===== config.mk =====
export PLATFORM = sky130hd
export DESIGN_NAME = epoch_seconds_to_calendar
export DESIGN_NICKNAME = d
export VERILOG_FILES = /design/src/rtl/e2c_pkg.sv /design/src/rtl/epoch_seconds_to_calendar.sv /design/src/rtl/e2c_day_div.sv /design/src/rtl/e2c_tod.sv /design/src/rtl/e2c_date.sv
export SDC_FILE = /design/constraint.sdc
export NUM_CORES = 2
export LEC_CHECK = 0
export ABC_AREA = 1
export ABC_CLOCK_PERIOD_IN_PS = 17250
export BUFFER_PORTS_ARGS = -buffer_cell sky130_fd_sc_hd__buf_2
export CAP_MARGIN = 20
export CORE_ASPECT_RATIO = 0.9
export CORE_MARGIN = 2
export CORE_UTILIZATION = 55
export CTS_CLUSTER_SIZE = 20
export DETAILED_ROUTE_END_ITERATION = 10
export GPL_TIMING_DRIVEN = 0
export PLACE_DENSITY = 0.72
export SYNTH_ARGS = -nofsm -noshare
export SYNTH_HDL_FRONTEND = slang
export SYNTH_SLANG_ARGS = --single-unit

===== constraint.sdc =====
create_clock -name clk -period 17.25 [get_ports clk]
set_input_delay 0.8625 -clock clk [delete_from_list [all_inputs] [get_ports clk]]
set_output_delay 0.8625 -clock clk [all_outputs]
set_load 0.02 [all_outputs]

===== src/rtl/e2c_pkg.sv =====
// ---------------------------------------------------------------------------
// e2c_pkg
// Shared widths, constants and calendar tables for the epoch-seconds
// to calendar converter.
// ---------------------------------------------------------------------------
package e2c_pkg;

	localparam int SECS_W   = 33;
	localparam int DAYS_W   = 16;
	localparam int REM_W    = 17;
	localparam int YEAR_W   = 8;
	localparam int MON_W    = 4;
	localparam int MDAY_W   = 5;
	localparam int HOUR_W   = 5;
	localparam int MIN_W    = 6;
	localparam int SEC_W    = 6;
	localparam int WDAY_W   = 3;
	localparam int YDAY_W   = 9;
	localparam int YIDX_W   = 8;

	// first second of 2100-01-01
	localparam logic [SECS_W-1:0] END_SECONDS = 33'd4102444800;

	// 86400 = 2^7 * 675; the odd factor is handled by reciprocal multiply
	localparam int               DAY_LO_W    = 7;
	localparam int               DAY_X_W     = 25;
	localparam int               DAY_SHIFT   = 25;
	localparam logic [15:0]      DAY_RECIP   = 16'd49710;
	localparam logic [9:0]       DAY_ODD     = 10'd675;

	localparam int               MIN_SHIFT   = 17;
	localparam logic [11:0]      MIN_RECIP   = 12'd2184;
	localparam int               HR_SHIFT    = 11;
	localparam logic [5:0]       HR_RECIP    = 6'd34;
	localparam logic [6:0]       SIXTY       = 7'd60;

	localparam int               YR_SHIFT    = 18;
	localparam logic [7:0]       YR_RECIP    = 8'd179;
	localparam int               WK_SHIFT    = 16;
	localparam logic [13:0]      WK_RECIP    = 14'd9362;
	localparam logic [3:0]       DAYS_WEEK   = 4'd7;
	localparam logic [DAYS_W-1:0] EPOCH_WDAY = 16'd4;
	localparam logic [YEAR_W-1:0] EPOCH_YEAR = 8'd70;

	typedef struct packed {
		logic vld;
		logic oor;
	} ctl_t;

	// first day (since epoch) of year 1970+idx; valid up to idx 130
	function automatic logic [DAYS_W-1:0] year_start(input logic [YIDX_W-1:0] idx);
		logic [YIDX_W:0] nx;
		nx = {1'b0, idx} + 9'd1;
		return DAYS_W'(idx) * 16'd365 + DAYS_W'(nx >> 2);
	endfunction

	// day of year on which month m begins
	function automatic logic [YDAY_W-1:0] month_start(input logic [MON_W-1:0] m,
							  input logic leap);
		logic [YDAY_W-1:0] base;
		case (m)
			4'd0:    base = 9'd0;
			4'd1:    base = 9'd31;
			4'd2:    base = 9'd59;
			4'd3:    base = 9'd90;
			4'd4:    base = 9'd120;
			4'd5:    base = 9'd151;
			4'd6:    base = 9'd181;
			4'd7:    base = 9'd212;
			4'd8:    base = 9'd243;
			4'd9:    base = 9'd273;
			4'd10:   base = 9'd304;
			4'd11:   base = 9'd334;
			default: base = 9'd0;
		endcase
		if (leap && (m inside {[4'd2:4'd11]}))
			base = base + 9'd1;
		return base;
	endfunction

endpackage


===== src/rtl/epoch_seconds_to_calendar.sv =====
// ---------------------------------------------------------------------------
// epoch_seconds_to_calendar
// Pipeline: 8 register stages from input beat to result beat.
// Throughput: one beat per cycle; the whole pipeline holds while a result
// waits on out_stall, set by the single output stage.
// Reset: arst_n clears the stage valid and out-of-range bits only; no datapath state.
// ---------------------------------------------------------------------------
module epoch_seconds_to_calendar (
	input  logic                          clk,
	input  logic                          arst_n,
	input  logic                          in_valid,
	output logic                          in_stall,
	input  logic [e2c_pkg::SECS_W-1:0]    epoch_seconds,
	output logic                          out_valid,
	input  logic                          out_stall,
	output logic [e2c_pkg::YEAR_W-1:0]    years_since_1900,
	output logic [e2c_pkg::MON_W-1:0]     month_index,
	output logic [e2c_pkg::MDAY_W-1:0]    day_of_month,
	output logic [e2c_pkg::HOUR_W-1:0]    hour_of_day,
	output logic [e2c_pkg::MIN_W-1:0]     minute_of_hour,
	output logic [e2c_pkg::SEC_W-1:0]     second_of_minute,
	output logic [e2c_pkg::WDAY_W-1:0]    weekday,
	output logic [e2c_pkg::YDAY_W-1:0]    day_of_year,
	output logic                          out_of_range
);
	import e2c_pkg::*;

	logic                 adv;
	logic [SECS_W-1:0]    secs_s1;
	ctl_t                 ctl_s1, ctl_s2, ctl_s3, ctl_s4;
	ctl_t                 ctl_s5, ctl_s6, ctl_s7, ctl_s8;
	logic [DAYS_W-1:0]    days;
	logic [REM_W-1:0]     rem;
	logic [HOUR_W-1:0]    hour;
	logic [MIN_W-1:0]     minute;
	logic [SEC_W-1:0]     second;
	logic [YEAR_W-1:0]    year;
	logic [MON_W-1:0]     month;
	logic [MDAY_W-1:0]    mday;
	logic [WDAY_W-1:0]    wday;
	logic [YDAY_W-1:0]    yday;
	logic                 keep;

	// pipeline moves unless the last stage holds a beat that is stalled
	assign adv      = !(ctl_s8.vld && out_stall);
	assign in_stall = !adv;

	always_ff @(posedge clk or negedge arst_n) begin
		if (!arst_n) begin
			ctl_s1 <= '0;
			ctl_s2 <= '0;
			ctl_s3 <= '0;
			ctl_s4 <= '0;
			ctl_s5 <= '0;
			ctl_s6 <= '0;
			ctl_s7 <= '0;
			ctl_s8 <= '0;
		end else if (adv) begin
			ctl_s1 <= '{vld: in_valid, oor: (epoch_seconds >= END_SECONDS)};
			ctl_s2 <= ctl_s1;
			ctl_s3 <= ctl_s2;
			ctl_s4 <= ctl_s3;
			ctl_s5 <= ctl_s4;
			ctl_s6 <= ctl_s5;
			ctl_s7 <= ctl_s6;
			ctl_s8 <= ctl_s7;
		end
	end

	always_ff @(posedge clk) begin
		if (adv)
			secs_s1 <= epoch_seconds;
	end

	e2c_day_div u_day_div (
		.clk  (clk),
		.en   (adv),
		.secs (secs_s1),
		.days (days),
		.rem  (rem)
	);

	e2c_tod u_tod (
		.clk    (clk),
		.en     (adv),
		.rem    (rem),
		.hour   (hour),
		.minute (minute),
		.second (second)
	);

	e2c_date u_date (
		.clk   (clk),
		.en    (adv),
		.days  (days),
		.year  (year),
		.month (month),
		.mday  (mday),
		.wday  (wday),
		.yday  (yday)
	);

	// out-of-range beats report zero in every calendar field
	assign keep             = !ctl_s8.oor;
	assign out_valid        = ctl_s8.vld;
	assign out_of_range     = ctl_s8.oor;
	assign years_since_1900 = keep ? year   : '0;
	assign month_index      = keep ? month  : '0;
	assign day_of_month     = keep ? mday   : '0;
	assign hour_of_day      = keep ? hour   : '0;
	assign minute_of_hour   = keep ? minute : '0;
	assign second_of_minute = keep ? second : '0;
	assign weekday          = keep ? wday   : '0;
	assign day_of_year      = keep ? yday   : '0;

endmodule


===== src/rtl/e2c_day_div.sv =====
// ---------------------------------------------------------------------------
// e2c_day_div
// Splits a second count into whole days and seconds of the day over three
// pipeline stages: reciprocal multiply, back-multiply, one-step correction.
// ---------------------------------------------------------------------------
module e2c_day_div (
	input  logic                          clk,
	input  logic                          en,
	input  logic [e2c_pkg::SECS_W-1:0]    secs,
	output logic [e2c_pkg::DAYS_W-1:0]    days,
	output logic [e2c_pkg::REM_W-1:0]     rem
);
	import e2c_pkg::*;

	logic [DAY_X_W-1:0]      x_s2, x_s3;
	logic [DAY_LO_W-1:0]     lo_s2, lo_s3, lo_s4;
	logic [DAY_X_W+15:0]     p_s2;
	logic [DAYS_W-1:0]       q_s3, days_s4;
	logic [DAYS_W+9:0]       pr_s3;
	logic [9:0]              rr_s4;

	logic [DAYS_W-1:0]       q0;
	logic [DAY_X_W-1:0]      diff;
	logic [10:0]             rc;
	logic [DAYS_W-1:0]       days_n;
	logic [9:0]              rr_n;

	assign q0   = p_s2[DAY_X_W+15:DAY_SHIFT];
	assign diff = x_s3 - pr_s3[DAY_X_W-1:0];
	assign rc   = diff[10:0];

	// estimate is low by at most one
	always_comb begin
		if (rc >= 11'(DAY_ODD)) begin
			days_n = q_s3 + 16'd1;
			rr_n   = 10'(rc - 11'(DAY_ODD));
		end else begin
			days_n = q_s3;
			rr_n   = rc[9:0];
		end
	end

	always_ff @(posedge clk) begin
		if (en) begin
			x_s2    <= secs[DAY_LO_W+DAY_X_W-1:DAY_LO_W];
			lo_s2   <= secs[DAY_LO_W-1:0];
			p_s2    <= (DAY_X_W+16)'(secs[DAY_LO_W+DAY_X_W-1:DAY_LO_W])
				   * (DAY_X_W+16)'(DAY_RECIP);
			x_s3    <= x_s2;
			lo_s3   <= lo_s2;
			q_s3    <= q0;
			pr_s3   <= (DAYS_W+10)'(q0) * (DAYS_W+10)'(DAY_ODD);
			days_s4 <= days_n;
			rr_s4   <= rr_n;
			lo_s4   <= lo_s3;
		end
	end

	assign days = days_s4;
	assign rem  = {rr_s4, lo_s4};

endmodule


===== src/rtl/e2c_tod.sv =====
// ---------------------------------------------------------------------------
// e2c_tod
// Time of day: seconds of the day to hour, minute and second in four
// stages, two reciprocal divides by sixty with correction.
// ---------------------------------------------------------------------------
module e2c_tod (
	input  logic                         clk,
	input  logic                         en,
	input  logic [e2c_pkg::REM_W-1:0]    rem,
	output logic [e2c_pkg::HOUR_W-1:0]   hour,
	output logic [e2c_pkg::MIN_W-1:0]    minute,
	output logic [e2c_pkg::SEC_W-1:0]    second
);
	import e2c_pkg::*;

	logic [REM_W-1:0]        rem_s5;
	logic [REM_W+11:0]       pm_s5;
	logic [10:0]             mt_s6, mt_s7;
	logic [SEC_W-1:0]        sec_s6, sec_s7, sec_s8;
	logic [16:0]             ph_s7;
	logic [HOUR_W-1:0]       hour_s8;
	logic [MIN_W-1:0]        min_s8;

	logic [11:0]             m0;
	logic [REM_W-1:0]        sdiff;
	logic [6:0]              st;
	logic [10:0]             mt_n;
	logic [SEC_W-1:0]        sec_n;
	logic [5:0]              h0;
	logic [10:0]             mdiff;
	logic [6:0]              mtt;
	logic [HOUR_W-1:0]       hour_n;
	logic [MIN_W-1:0]        min_n;

	assign m0    = pm_s5[REM_W+11:MIN_SHIFT];
	assign sdiff = rem_s5 - REM_W'(m0) * REM_W'(SIXTY);
	assign st    = sdiff[6:0];

	always_comb begin
		if (st >= SIXTY) begin
			mt_n  = 11'(m0) + 11'd1;
			sec_n = 6'(st - SIXTY);
		end else begin
			mt_n  = 11'(m0);
			sec_n = st[5:0];
		end
	end

	assign h0    = ph_s7[16:HR_SHIFT];
	assign mdiff = mt_s7 - 11'(h0) * 11'(SIXTY);
	assign mtt   = mdiff[6:0];

	always_comb begin
		if (mtt >= SIXTY) begin
			hour_n = 5'(h0 + 6'd1);
			min_n  = 6'(mtt - SIXTY);
		end else begin
			hour_n = h0[4:0];
			min_n  = mtt[5:0];
		end
	end

	always_ff @(posedge clk) begin
		if (en) begin
			rem_s5  <= rem;
			pm_s5   <= (REM_W+12)'(rem) * (REM_W+12)'(MIN_RECIP);
			mt_s6   <= mt_n;
			sec_s6  <= sec_n;
			mt_s7   <= mt_s6;
			sec_s7  <= sec_s6;
			ph_s7   <= 17'(mt_s6) * 17'(HR_RECIP);
			hour_s8 <= hour_n;
			min_s8  <= min_n;
			sec_s8  <= sec_s7;
		end
	end

	assign hour   = hour_s8;
	assign minute = min_s8;
	assign second = sec_s8;

endmodule


===== src/rtl/e2c_date.sv =====
// ---------------------------------------------------------------------------
// e2c_date
// Date part: day count to year, month, day of month, day of year and
// weekday in four stages.
// ---------------------------------------------------------------------------
module e2c_date (
	input  logic                         clk,
	input  logic                         en,
	input  logic [e2c_pkg::DAYS_W-1:0]   days,
	output logic [e2c_pkg::YEAR_W-1:0]   year,
	output logic [e2c_pkg::MON_W-1:0]    month,
	output logic [e2c_pkg::MDAY_W-1:0]   mday,
	output logic [e2c_pkg::WDAY_W-1:0]   wday,
	output logic [e2c_pkg::YDAY_W-1:0]   yday
);
	import e2c_pkg::*;

	logic [DAYS_W-1:0]       days_s5, w_s5;
	logic [25:0]             pn_s5;
	logic [29:0]             pw_s5;
	logic [YIDX_W-1:0]       yi_s6;
	logic [YDAY_W-1:0]       yday_s6, yday_s7, yday_s8;
	logic                    leap_s6, leap_s7;
	logic [WDAY_W-1:0]       wd_s6, wd_s7, wd_s8;
	logic [YEAR_W-1:0]       year_s7, year_s8;
	logic [MON_W-1:0]        mon_s7, mon_s8;
	logic [MDAY_W-1:0]       mday_s8;

	logic [DAYS_W-1:0]       wn;
	logic [17:0]             nn;
	logic [YIDX_W-1:0]       i0, i1, yi_n;
	logic [DAYS_W-1:0]       st0, st1, yd_full;
	logic [13:0]             wq;
	logic [DAYS_W-1:0]       wdiff;
	logic [3:0]              wt;
	logic [WDAY_W-1:0]       wd_n;
	logic [MON_W-1:0]        mon_n;
	logic [YDAY_W-1:0]       mday_full;

	assign wn = days + EPOCH_WDAY;
	// year index is floor((4*days + 2) / 1461) over 1970..2099
	assign nn = {days, 2'b10};

	assign i0  = pn_s5[25:YR_SHIFT];
	assign i1  = i0 + 8'd1;
	assign st0 = year_start(i0);
	assign st1 = year_start(i1);

	always_comb begin
		if (days_s5 >= st1) begin
			yi_n    = i1;
			yd_full = days_s5 - st1;
		end else begin
			yi_n    = i0;
			yd_full = days_s5 - st0;
		end
	end

	assign wq    = pw_s5[29:WK_SHIFT];
	assign wdiff = w_s5 - DAYS_W'(wq) * DAYS_W'(DAYS_WEEK);
	assign wt    = wdiff[3:0];

	always_comb begin
		if (wt >= DAYS_WEEK)
			wd_n = 3'(wt - DAYS_WEEK);
		else
			wd_n = wt[2:0];
	end

	// months 1..11 that have already begun
	always_comb begin
		mon_n = '0;
		for (int m = 1; m < 12; m++) begin
			if (yday_s6 >= month_start(MON_W'(m), leap_s6))
				mon_n = mon_n + 4'd1;
		end
	end

	assign mday_full = yday_s7 - month_start(mon_s7, leap_s7) + 9'd1;

	always_ff @(posedge clk) begin
		if (en) begin
			days_s5 <= days;
			w_s5    <= wn;
			pn_s5   <= 26'(nn) * 26'(YR_RECIP);
			pw_s5   <= 30'(wn) * 30'(WK_RECIP);
			yi_s6   <= yi_n;
			yday_s6 <= yd_full[YDAY_W-1:0];
			leap_s6 <= (yi_n[1:0] == 2'd2);
			wd_s6   <= wd_n;
			yday_s7 <= yday_s6;
			leap_s7 <= leap_s6;
			wd_s7   <= wd_s6;
			year_s7 <= yi_s6 + EPOCH_YEAR;
			mon_s7  <= mon_n;
			yday_s8 <= yday_s7;
			wd_s8   <= wd_s7;
			year_s8 <= year_s7;
			mon_s8  <= mon_s7;
			mday_s8 <= mday_full[MDAY_W-1:0];
		end
	end

	assign year  = year_s8;
	assign month = mon_s8;
	assign mday  = mday_s8;
	assign wday  = wd_s8;
	assign yday  = yday_s8;

endmodule


[Yosys cells after proc, flatten, opt, wreduce, memory -nomap -nowiden]
Memories as Yosys holds them, arrays and structs flattened. A register that Yosys moved wholly into a read port is not among the register bits.
Index checks and enable logic that the tools add are counted.
Operators by class
  $add $sub $neg: 33
  multiply operators: 11
  order comparisons: 19
  equal/unequal tests: 1
  muxes and demuxes: 40
  reductions and logical operators: 3
Operators with widths (number)
  $mux 4: 13
  $mul 25x15->40 const B: 1
  $add 4x1->4 const B: 9
  $ge 9x8->1: 4
  $ge 33x32->1 const B: 1
  $mul 16x13->29 const B: 1
  $ge 9x9->1: 3
  $mul 17x9->26 const B: 1
  $mul 17x8->25 const B: 1
  $mux 6: 4
  $mux 5: 4
  $add 8x1->9 const B: 2
  $ge 9x7->1: 2
  $mux 9: 2
  $sub 9x9->9: 2
  $add 16x1->16 const B: 1
  $add 16x3->16 const B: 1
  $add 16x7->16: 1
  $ge 16x16->1: 1
  $mul 11x5->16 const B: 1
  $mul 16x10->11 const B: 1
  $mul 8x9->16 const B: 1
  $mux 16: 1
  $mux 8: 2
  other kinds (31): 47
Word-level totals
  bits in registers: 429
  memory bits (read-only): 144
  output and inout port bits: 49
  word-level logic and storage cells: 163
  memories: 1
Memories
  (no name shown): depth 16, width 9, read ports 1, clocked after Yosys merged registers in 1, write ports 0, RTL line e2c_pkg.sv:61  | case (m)

[Longest topological paths before layout]
  word-level depth: 23
  gate-level depth with buffers: 48
  gate-level depth less buffers: 48

[Hierarchy]
Synthesis repeated with hierarchy kept, for this count alone.
Unflattened totals
  cell total of the unflattened synthesis: 3590
  area, all modules: 33031.7 sq um
Modules (own cells, without submodules)
  e2c_date: times used 1, cells each 1430, area each 13147.6 sq um, sequential area each 3253.1 sq um
  e2c_day_div: times used 1, cells each 1300, area each 12126.6 sq um, sequential area each 3333.2 sq um
  e2c_tod: times used 1, cells each 618, area each 5599.1 sq um, sequential area each 2102.0 sq um
  epoch_seconds_to_calendar: times used 1, cells each 242, area each 2158.3 sq um, sequential area each 1391.3 sq um

[Worst setup path before layout]
OpenSTA, ideal clock, no wires.
  path type: input -> register
  start point: input port out_stall
  end point: register secs_s1[0], enable pin
  library setup time: 0.805 ns
  data arrival time: 10.015 ns
  slack: 6.430 ns
  stages on the path: 3
  path through: nand2_1 > buf_2 > buf_1
On the way
  longest elaborated chain between the ends: 1
Ends and longest elaborated chain
  from (decl): RTL line epoch_seconds_to_calendar.sv:15  | input logic out_stall,
  $logic_and 1x1->1: RTL line epoch_seconds_to_calendar.sv:45  | assign adv = !(ctl_s8.vld && out_stall);
  to (signal assigned): RTL line epoch_seconds_to_calendar.sv:72  | secs_s1 <= epoch_seconds;
  to (decl): RTL line epoch_seconds_to_calendar.sv:29  | logic [SECS_W-1:0] secs_s1;
No other way between the ends.
A chain may end at the register's enable or synchronous reset.

[Worst setup path after layout]
  start point: register u_date.pn_s5[19]
  end point: register u_date.yi_s6[6], data pin
On the way
  longest elaborated chain between the ends: 5
Ends and longest elaborated chain
  from (decl): RTL line e2c_date.sv:19  | logic [25:0] pn_s5;
  from (signal assigned): RTL line e2c_date.sv:85  | pn_s5 <= 26'(nn) * 26'(YR_RECIP);
  $add 8x1->8 (*): RTL line e2c_date.sv:45  | assign i1 = i0 + 8'd1;
  $mul 8x9->16 or $add 8x1->9 (tied branches): RTL line e2c_pkg.sv:54, e2c_pkg.sv:53
  $add 16x7->16: RTL line e2c_pkg.sv:54  | return DAYS_W'(idx) * 16'd365 + DAYS_W'(nx >> 2);
  $ge 16x16->1: RTL line e2c_date.sv:50  | if (days_s5 >= st1) begin
  $mux 8 (*): RTL line e2c_date.sv:50
  net u_date.yi_n[6]: RTL line e2c_date.sv:31  | logic [YIDX_W-1:0] i0, i1, yi_n;
  to (signal assigned): RTL line e2c_date.sv:87  | yi_s6 <= yi_n;
  to (decl): RTL line e2c_date.sv:21  | logic [YIDX_W-1:0] yi_s6;
Mark *: on every way through the listed nets, which the timed path passes. The rest lies on a longest branch.

==> flow_summary.yaml <==
timing:
  whs_ns: 0.212
  setup_viol: 0
  setup-tns-final_ns: 0
  worst_clock_skew_ns: 0.0321
  hold_violations: 0
  worst_slew_pin_slew_ns: 1.03
  fin_crit_ns: 8.72
  min_period_over_period: 0.505
  rsz0062_at_grt: "false"
  fmax_mhz: 115
  maxSlewViolCount: 0
  slew_headroom: 0.303
min_path:
  hold_path.class: "in -> async"
cts:
  htree_levels: 2
  clkSlewWorstSetupHoldPaths_ns: 0.07
  cts_setup_buffers: 0
  cts_hold_buffers: 0
  clockBufferDepth: 3
  ctsResizeCount: 0
  numCtsBuffers: 38
  cts-root-buf: "clkbuf_16"
  cts_tree: "done"
  cts_sinks: 339
  worstSkewPairLatency_ns: 0.56
critical_path:
  critPathBufInv: 6
  crit_top_cell: "nand2_1"
  cp.required_ns: 17.49
  cpPeakStageDelay_ns: 0.68
  critPathLaunchType: "flop"
  cp_top_family: "adder cells"
  crit_fanout: 11
  worst_setup_path_end_kind: "flop"
  cp_slowest_cell: "edfxtp_1"
  path_class: "reg -> reg"
  critPathArrivalTime_ns: 8.96
finish:
  drive_gt1_frac: 0.0736
  antennaDiodeCount: 0
  fin_nets: 3947
  fill_cells: 4401
  syn_to_final_growth_pct: 8.90
logic_synthesis:
  synth_edf_count: 318
  synth.most_common_cell: "inv_1"
  avgSynthCellArea_um2: 10.2
  synth_area_leaders: "edfxtp_1, ha_1, fa_1"
  yosysUniqueCellTypes: 52
  seq_area_frac_synth: 0.329
  synthesis.area_um2: 30500
  syn_inst: 3007
  yosys_register_bits: 339
  synth_top_area_frac: 0.313
  synth_warnings: 0
  synth-async-reset-ratio: 0.0472
  syn-num-nets: 3814
  ys_top_cells_by_count: "inv_1, ha_1, nand2_1"
  synth-main-ff-cell: "edfxtp_1"
  synth_area_leader_cell: "edfxtp_1"
detailed_routing:
  drt-initial-drc-count: 927
  avgViaCountPerCell: 5.11
  wl_per_cell_um: 14.8
  ant_nets: 0
  dr.pass1.iters: 5
  drcViolationCount: 0
  via_count: 19800
  routed_wirelength_mm: 57.1
global_routing:
  grt_pass1_vias: 20500
  track_usage: 0.209
  grt_pass1_wl_mm: 96.6
  grt_start_max_net_pins: 47
  overflow: 0
  antenna_found_initial: 0
floorplan:
  die_w_um: 252
  core_area_um2: 54600
  dieArea_um2: 57400
  placementRows: 81
  die_y_um: 228
  ios: 86
  initial_core_util: 0.559
job:
  maxCapViolCount: 0
placed_design:
  globalplace.congestion: 0.898
  place_hpwl_mm: 47.5
  port_buffers: 85
outcome:
  outcome: "completed"
[cell families after synthesis]
logic type | count (synthesis) | synth area share
multiplexers | 1 | 0.000369
AND/OR/NAND/NOR | 696 | 0.101
adder cells (fa/ha/maj) | 770 | 0.372
AO/OA/AOI/OAI | 253 | 0.0466
flip-flops | 339 | 0.329
XOR/XNOR | 214 | 0.0614
buffers and inverters | 734 | 0.0905
[path summary, 6_finish.rpt]
path                                   start                end  slack [ns]  cells after the start
hold / removal                        arst_n          out_valid        0.21                      1
hold reg to reg            u_day_div.x_s2[8]  u_day_div.x_s3[8]        0.41                      0
setup / recovery            u_date.pn_s5[19]    u_date.yi_s6[6]        8.53                     39
max in group asynchronous             arst_n          ctl_s5[0]       16.78                      1
min in group clk           u_day_div.x_s2[8]  u_day_div.x_s3[8]        0.41                      0
setup reg to reg            u_date.pn_s5[19]    u_date.yi_s6[6]        8.53                     39
[area by class of cell]
| class | instances | area, µm² | area share |
|---|---|---|---|
| Sequential cell | 339 | 10000 | 0.302 |
| Tap cell | 705 | 882 | 0.0265 |
| Multi-Input combinational cell | 1934 | 17700 | 0.533 |
| Buffer | 17 | 73.8 | 0.00222 |
| Inverter | 717 | 2690 | 0.0809 |
| Timing Repair Buffer | 93 | 586 | 0.0176 |
| Clock inverter | 19 | 204 | 0.00613 |
| Clock buffer | 46 | 1040 | 0.0314 |
[worst register-to-register path, delay by kind of cell, from the launching register on]
kind | cells | cell delay, ns
adder cells (fa/ha/maj) | 8 | 2.89
buffers and inverters | 6 | 0.65
AO/OA/AOI/OAI | 7 | 1.28
XOR/XNOR | 3 | 0.96
flip-flops | 1 | 0.68
AND/OR/NAND/NOR | 15 | 1.95
[sequential cells by signal, summed over array words and instances (netlist names), 9 cells and up, named ones only]
signal / count
secs_s1: 32
u_day_div.days: 16
u_day_div.p_s2: 16
u_day_div.q_s3: 15
u_date.days_s5: 14
u_day_div.pr_s3: 11
u_day_div.x_s2: 11
u_day_div.x_s3: 11
u_tod.mt_s6: 11
u_tod.pm_s5: 11
u_day_div.rr_s4: 10
u_date.yday: 9
u_date.yday_s6: 9
u_date.yday_s7: 9
[cell usage in the layout (no fill, tap or decap), types with 15 or more instances in the layout]
cell       count
inv_1        703
ha_1         542
nand2_1      345
edfxtp_1     318
fa_1         228
nor2_1       146
xor2_1       139
a21oi_1      124
buf_2         90
nand3_1       87
xnor2_1       75
o21ai_0       69
clkbuf_16     41
nand2_2       34
nand4_1       21
clkbuf_1      16
dfrtp_1       16
nor3_1        15
[stage by stage]
stage	setup WS [ns]	std cells	util	area, µm²
2_1_floorplan	6.43	3007	-	30500
3_3_place_gp	3.10	3797	0.583	31800
3_5_place_dp	8.66	3805	0.586	32000
4_1_cts	8.65	3870	0.609	33300
5_1_grt	7.86	3870	0.609	33300
6_report	8.53	3870	0.609	33300
[metal layers]
metal / global-route usage / wire length [µm]
met5: 0 / 0
met4: 0.0790 / 1890
met3: 0.0224 / 1800
met2: 0.366 / 27700
met1: 0.267 / 25700
Power is not shown: default switching activity piles up to over one toggle a cycle in this logic, so the estimate is an artifact.
